<file path="src/hdl/vpts_pkg.sv">
`timescale 1ns / 1ps
`default_nettype none
// ----------------------------------------------------------------------------
// vpts_pkg
// Shared types, widths and codes for the vertex projection pipeline.
// ----------------------------------------------------------------------------
package vpts_pkg;

    // default fraction bits of the Q format
    localparam int FRACTION_BITS_DEF = 16;
    // depth is always Q0.16
    localparam int DEPTH_BITS = 16;

    localparam int COORD_W = 32;   // Q coordinate width
    localparam int SUM_W   = 33;   // width of a sum or difference of two coordinates
    localparam int NUM_W   = 46;   // viewport scale times a coordinate sum
    localparam int DSR_W   = 33;   // divisor 2w
    localparam int QUOT_W  = 31;   // magnitude bits of a quotient below saturation
    localparam int DIM_W   = 13;   // screen width and height
    localparam int DEPTH_W = 17;   // Q0.16 depth including 1.0
    localparam int ENTRIES = 16;   // matrix entries
    localparam int IDX_W   = 4;
    localparam int ADDR_W  = 4;
    localparam int DATA_W  = 32;

    // word actions
    localparam logic ACT_LOAD   = 1'b0;
    localparam logic ACT_VERTEX = 1'b1;

    // register indexes (byte address / 4)
    localparam logic [1:0] REG_CAMERA = 2'd0;
    localparam logic [1:0] REG_WIDTH  = 2'd1;
    localparam logic [1:0] REG_HEIGHT = 2'd2;

    localparam logic [DIM_W-1:0] WIDTH_RST  = 13'd640;
    localparam logic [DIM_W-1:0] HEIGHT_RST = 13'd480;

    typedef struct packed {
        logic               action;
        logic [3:0]         entry_index;
        logic signed [31:0] entry_value;
        logic signed [31:0] pos_x;
        logic signed [31:0] pos_y;
        logic signed [31:0] pos_z;
    } in_word_t;

    typedef struct packed {
        logic               visible;
        logic signed [31:0] screen_x;
        logic signed [31:0] screen_y;
        logic [16:0]        depth;
    } out_word_t;

    // clip-space coordinates leaving the transform
    typedef struct packed {
        logic               valid;
        logic signed [31:0] x;
        logic signed [31:0] y;
        logic signed [31:0] z;
        logic signed [31:0] w;
    } clip_t;

    // numerators and divisor for the perspective divide
    typedef struct packed {
        logic               valid;
        logic               visible;
        logic signed [45:0] num_x;
        logic signed [45:0] num_y;
        logic signed [32:0] num_z;
        logic [32:0]        divisor;
    } frac_t;

endpackage
`default_nettype wire

</file>
<file path="src/hdl/vpts_view.sv">
`timescale 1ns / 1ps
`default_nettype none
// ----------------------------------------------------------------------------
// vpts_view
// Clip tests and viewport numerators ahead of the perspective divide.
// ----------------------------------------------------------------------------
module vpts_view #(
    parameter int FRACTION_BITS = vpts_pkg::FRACTION_BITS_DEF
) (
    input  wire logic                       aclk,
    input  wire logic                       aresetn,
    input  wire logic                       en,
    input  wire logic                       camera_enable,
    input  wire logic [vpts_pkg::DIM_W-1:0] view_width,
    input  wire logic [vpts_pkg::DIM_W-1:0] view_height,
    input  wire vpts_pkg::clip_t            clip,
    output vpts_pkg::frac_t                 frac
);

    // near threshold: floor(one / 10000)
    localparam logic signed [31:0] W_MIN = 32'((1 << FRACTION_BITS) / 10000);

    logic signed [32:0] sum_xw, dif_wy, sum_zw;
    logic signed [13:0] wid_s, hgt_s;
    logic signed [46:0] prod_x, prod_y;
    logic               vis;
    vpts_pkg::frac_t    frac_reg;

    assign sum_xw = {clip.x[31], clip.x} + {clip.w[31], clip.w};
    assign dif_wy = {clip.w[31], clip.w} - {clip.y[31], clip.y};
    assign sum_zw = {clip.z[31], clip.z} + {clip.w[31], clip.w};
    assign wid_s  = $signed({1'b0, view_width});
    assign hgt_s  = $signed({1'b0, view_height});
    assign prod_x = sum_xw * wid_s;
    assign prod_y = dif_wy * hgt_s;

    // reject without camera, behind the near threshold or outside depth 0..1
    assign vis = camera_enable && (clip.w > W_MIN) && !sum_zw[32] && !(clip.z > clip.w);

    // advance the divide word; only the valid bit is reset
    always_ff @(posedge aclk) begin
        if (en) begin
            frac_reg.visible <= vis;
            frac_reg.num_x   <= prod_x[45:0];
            frac_reg.num_y   <= prod_y[45:0];
            frac_reg.num_z   <= sum_zw;
            frac_reg.divisor <= {clip.w, 1'b0};
        end
        if (!aresetn) begin
            frac_reg.valid <= 1'b0;
        end else if (en) begin
            frac_reg.valid <= clip.valid;
        end
    end

    assign frac = frac_reg;

endmodule
`default_nettype wire

</file>
<file path="config.mk">
export PLATFORM = sky130hd
export DESIGN_NAME = vpts_view
export DESIGN_NICKNAME = d
export VERILOG_FILES = /design/src/hdl/vpts_pkg.sv /design/src/hdl/vpts_view.sv
export SDC_FILE = /design/constraint.sdc
export NUM_CORES = 2
export LEC_CHECK = 0
export BUFFER_PORTS_ARGS = -buffer_cell sky130_fd_sc_hd__buf_2
export CAP_MARGIN = 30
export CELL_PAD_IN_SITES_DETAIL_PLACEMENT = 2
export CELL_PAD_IN_SITES_GLOBAL_PLACEMENT = 2
export CORE_MARGIN = 2
export CORE_UTILIZATION = 35
export CTS_CLUSTER_SIZE = 10
export DETAILED_ROUTE_END_ITERATION = 6
export GPL_TIMING_DRIVEN = 0
export PLACE_DENSITY_LB_ADDON = 0.15
export SKIP_CTS_REPAIR_TIMING = 1
export SLEW_MARGIN = 20
export SYNTH_ARGS = -nofsm -noshare
export SYNTH_HDL_FRONTEND = slang
export SYNTH_SLANG_ARGS = --single-unit
</file>
<file path="constraint.sdc">
create_clock -name aclk -period 26.4 [get_ports aclk]
set_input_delay 5.28 -clock aclk [delete_from_list [all_inputs] [get_ports aclk]]
set_output_delay 5.28 -clock aclk [all_outputs]
set_load 0.1 [all_outputs]
</file>
# Word-level counts from Yosys, hierarchy flattened
# Cells that the tools add are included.
[totals] register_bits=159 inputBits=159 out_inout_bits=160
[classes] n_reduce_logical=5 n_mul=2 add_sub_neg=3 magnitude_cmp=2
[ops] operator="$mul A33 B14 Y46" n=2
[ops] operator="$add A32 B32 Y33" n=2
[ops] operator="$sub A32 B32 Y33" n=1
[ops] operator="$gt A32 B32 Y1" n=1
[ops] operator="$gt A32 B4 Y1 const B" n=1
[ops] operator="$logic_and A1 B1 Y1" n=3
[ops] operator="$logic_not A1 Y1" n=2

# Depth between registers and ports, before layout
[logic_depth] depth_word=4 mapped_depth=36 ltp_nobuf=35

# Worst setup path before layout
# No wires, ideal clock.
[synth_timing] kind="in2reg" start="input clip[0] (netlist bit)" end="register frac_reg (netlist bit frac[157]) (data pin)" setup_slack_ns=13.158 stages=34 setup_ns=0.261 arrival_time_ns=12.981 cell_sequence="ha_1 > inv_1 > fa_1 > nor2b_1 > o21bai_1 > a31oi_1 > a21oi_1 > o311ai_1 > a31oi_1 > o21ai_1 > xor2_1 > clkbuf_1 > nand2_1 > fa_1 > inv_1 > fa_1 > fa_1 > fa_1 > fa_1 > inv_1 > fa_1 > inv_1 > ha_1 > clkbuf_1 > a21o_1 > a21o_1 > a21o_1 > a21o_1 > a21oi_1 > o21ai_0 > a41o_1 > or4b_4 > a31oi_4 > xnor2_1"
[synth_via] elab_chain_cells=2
[synth_lines] item="start, declared" line_no="vpts_view.sv:16" text="input wire vpts_pkg::clip_t clip,"
[synth_lines] item="$add A32 B32 Y33" line_no="vpts_view.sv:29" text="assign sum_xw = {clip.x[31], clip.x} + {clip.w[31], clip.w};"
[synth_lines] item="$mul A33 B14 Y46" line_no="vpts_view.sv:34" text="assign prod_x = sum_xw * wid_s;"
[synth_lines] item="via prod_x[45]" line_no="vpts_view.sv:25" text="logic signed [46:0] prod_x, prod_y;"
[synth_lines] item="end, declared" line_no="vpts_view.sv:27" text="vpts_pkg::frac_t frac_reg;"
# The timed path passes the listed nets, and every way through them passes these cells.
# A chain may end at the register's enable or synchronous reset.

# Worst setup path in the final report
[layout_timing] start="input clip[1] (netlist bit)" end="register frac_reg (netlist bit frac[154]) (data pin)"
# The elaborated chain is that of the path after synthesis.

==> out/results.ini <==
[worst_hold_path]
holdPathStages=2
hold_class=reg2reg
min_to=frac[159]$_SDFFE_PN0P_
worstHoldStart=frac[159]$_SDFFE_PN0P_

[synthesis]
synth_top_flop_cell=edfxtp_1
yosys.area.top_type_share_pct=38.4
ys_warn_count=0
synth_compound_area_share_pct=8.65
ys_top_cells_by_area=fa_1, edfxtp_1, ha_1
synthSimpleGateAreaFrac_pct=15.4
ys_async_sr_fraction_pct=0
synth_xor_xnor_area_share_pct=4.13
synthMuxAreaShare_pct=0.0250
synth_nets=5650
ys_types=76
avgSynthCellArea_um2=9.16
netlist_area_um2=40100
synth_fa_ha_area_share_pct=49.1
seq_area_frac_synth_pct=11.9
ys_ff_latch=159
yosysMostFrequentCell=inv_1
synthTopCellsByCount=inv_1, fa_1, nand2_1, and2_1, ha_1
synth_top_family_by_area=adder cells
synth-edff-count=158
yosysTopAreaCell=fa_1
synth_cells=4379

[setup_path]
cp_slowest_cell=clkbuf_1
crit_path_end_kind=flop
slowest_delay_ns=0.70
criticalPathCategory=in2reg
arrival_ns=15.26
cp_data_required_time_ns=26.70
path_delay_family=adder cells
reg2reg_from=frac[159]$_SDFFE_PN0P_
critPathLaunchType=primary input
cpMostUsedCell=fa_1
reg2reg_slack_ns=25.78
r2r_end=frac[159]$_SDFFE_PN0P_
critical_path_peak_fanout=10
reg2regPathDepth=2
critPathBufInv=6

[final_layout]
largest_register_ffs=159
layoutNonFillerInstCount=6251
final_area_um2=44200
drive_above_1_share_pct=7.87
nets=5987
syn2layout_area_growth_pct=10.4

[global_routing]
grt_antenna_before_repair=8
grt_util_all_layers_pct=26.2
grt_pass1_wl_um=228000
overflow=0
grt_max_degree=62
grt_pass1_vias=35994

[sta]
finalSetupTns_ns=0
finClkSkew_ns=0
worst_slew_pin_slew_ns=1.03
rsz0062_at_grt=false
drv_slew=0
post-route-period-util_pct=56.7
fin_crit_ns=14.96
finalSetupViolCount=0
max-slew-margin-rel_pct=30.6
hold_viol=0
fmax_mhz=66.8

[clocking]
cts_tree=yes
clock_path_buffers=2
clockRootBuffer=clkbuf_16
clkSlewWorstSetupHoldPaths_ns=0.09
htreeDepth=4
cts_buffers=17
clk_latency_ns=0.56
cts_sinks=159

[placed_design]
hpwlAfterDp_um=125000
dpl-instance-area_um2=43600
routabilityCongestion=0.874
port_buffers=316
dp_cells=6209

[drt]
ant_nets=0
detail_route.iter0.violations=1415
wirelength_um=147000
met1Wirelength_um=68700
wl_met3_um=5460
highest_layer=met5
drc=0
viasPerCell=5.06
vias=31629
wl_per_cell_um=23.6
met2_length_um=70200
drtPass1Iterations=5

[floorplan]
ios=319
initial_utilization_pct=35.2
dieArea_um2=117000
num_rows=124
fp.dieW_um=342
core_area_um2=114000
die_y_um=342

[job]
maxCapViolCount=0

[status]
status=finished, final reports clean

==> placed cells by master (no fill, tap or decap), types with 6 or more instances in the layout <==
master / count
a211o_1: 9
a211oi_1: 19
a21o_1: 80
a21oi_1: 191
a221o_1: 6
a221oi_1: 6
a31oi_1: 20
and2_1: 404
and3_1: 21
buf_2: 321
clkbuf_1: 165
clkbuf_16: 17
diode_2: 10
edfxtp_1: 158
fa_1: 770
ha_1: 342
inv_1: 970
nand2_1: 492
nand2b_1: 28
nand3_1: 35
nand4_1: 30
nor2_1: 117
nor2b_1: 46
nor3_1: 28
nor4_1: 12
o2111ai_1: 6
o211ai_1: 9
o21a_1: 24
o21ai_0: 71
o21bai_1: 31
o31ai_1: 6
or3_1: 7
xnor2_1: 135
xor2_1: 54
==> area by class of cell <==
cell class,count,area (µm²)
clock inverter,15,168
multi-input combinational,3077,31000
buffer,173,661
tap,1512,1890
inverter,970,3640
antenna,10,25.0
timing repair buffer,318,1650
sequential,159,4760
clock buffer,17,425
fill,12731,69800
==> through the flow <==
stage	setup WS [ns]	hold slack [ns]	util, %
6_report	11.44	0.550	38.8
3_3_place_gp	10.88	0.493	38.2
3_5_place_dp	10.69	0.529	38.3
2_1_floorplan	13.16	0.981	-
5_1_grt	10.79	0.612	38.8
4_1_cts	11.27	0.556	38.8
==> tightest hold or removal path: stages (launching register included) <==
cell and delay [ns]:
dfxtp_1 0.35, mux2i_1 0.08, nor2b_1 0.10
==> how the worst max path moves through the flow <==
stage,from,to,cells after the start
floorplan,clip[0],frac[157]$_DFFE_PP_,34
global placement,clip[1],frac[156]$_DFFE_PP_,31
detailed placement,clip[1],frac[154]$_DFFE_PP_,31
CTS,clip[1],frac[154]$_DFFE_PP_,31
global route,clip[1],frac[156]$_DFFE_PP_,31
finish,clip[1],frac[154]$_DFFE_PP_,34
==> per-layer routing <==
layer  GRT usage (%)  vias up
met5               0        -
met4            6.09        4
met3            2.96      103
met2            43.4      570
met1            36.7    16793
li1                -    14159
==> logic make-up after synthesis <==
kind of cell | after synthesis
AO/OA/AOI/OAI | 534
flip-flops | 159
other | 1
AND/OR/NAND/NOR | 1240
multiplexers | 1
adder cells (fa/ha/maj) | 1112
buffers and inverters | 1143
XOR/XNOR | 189
Power is not shown: default switching activity piles up to over one toggle a cycle in this logic, so the estimate is an artifact.
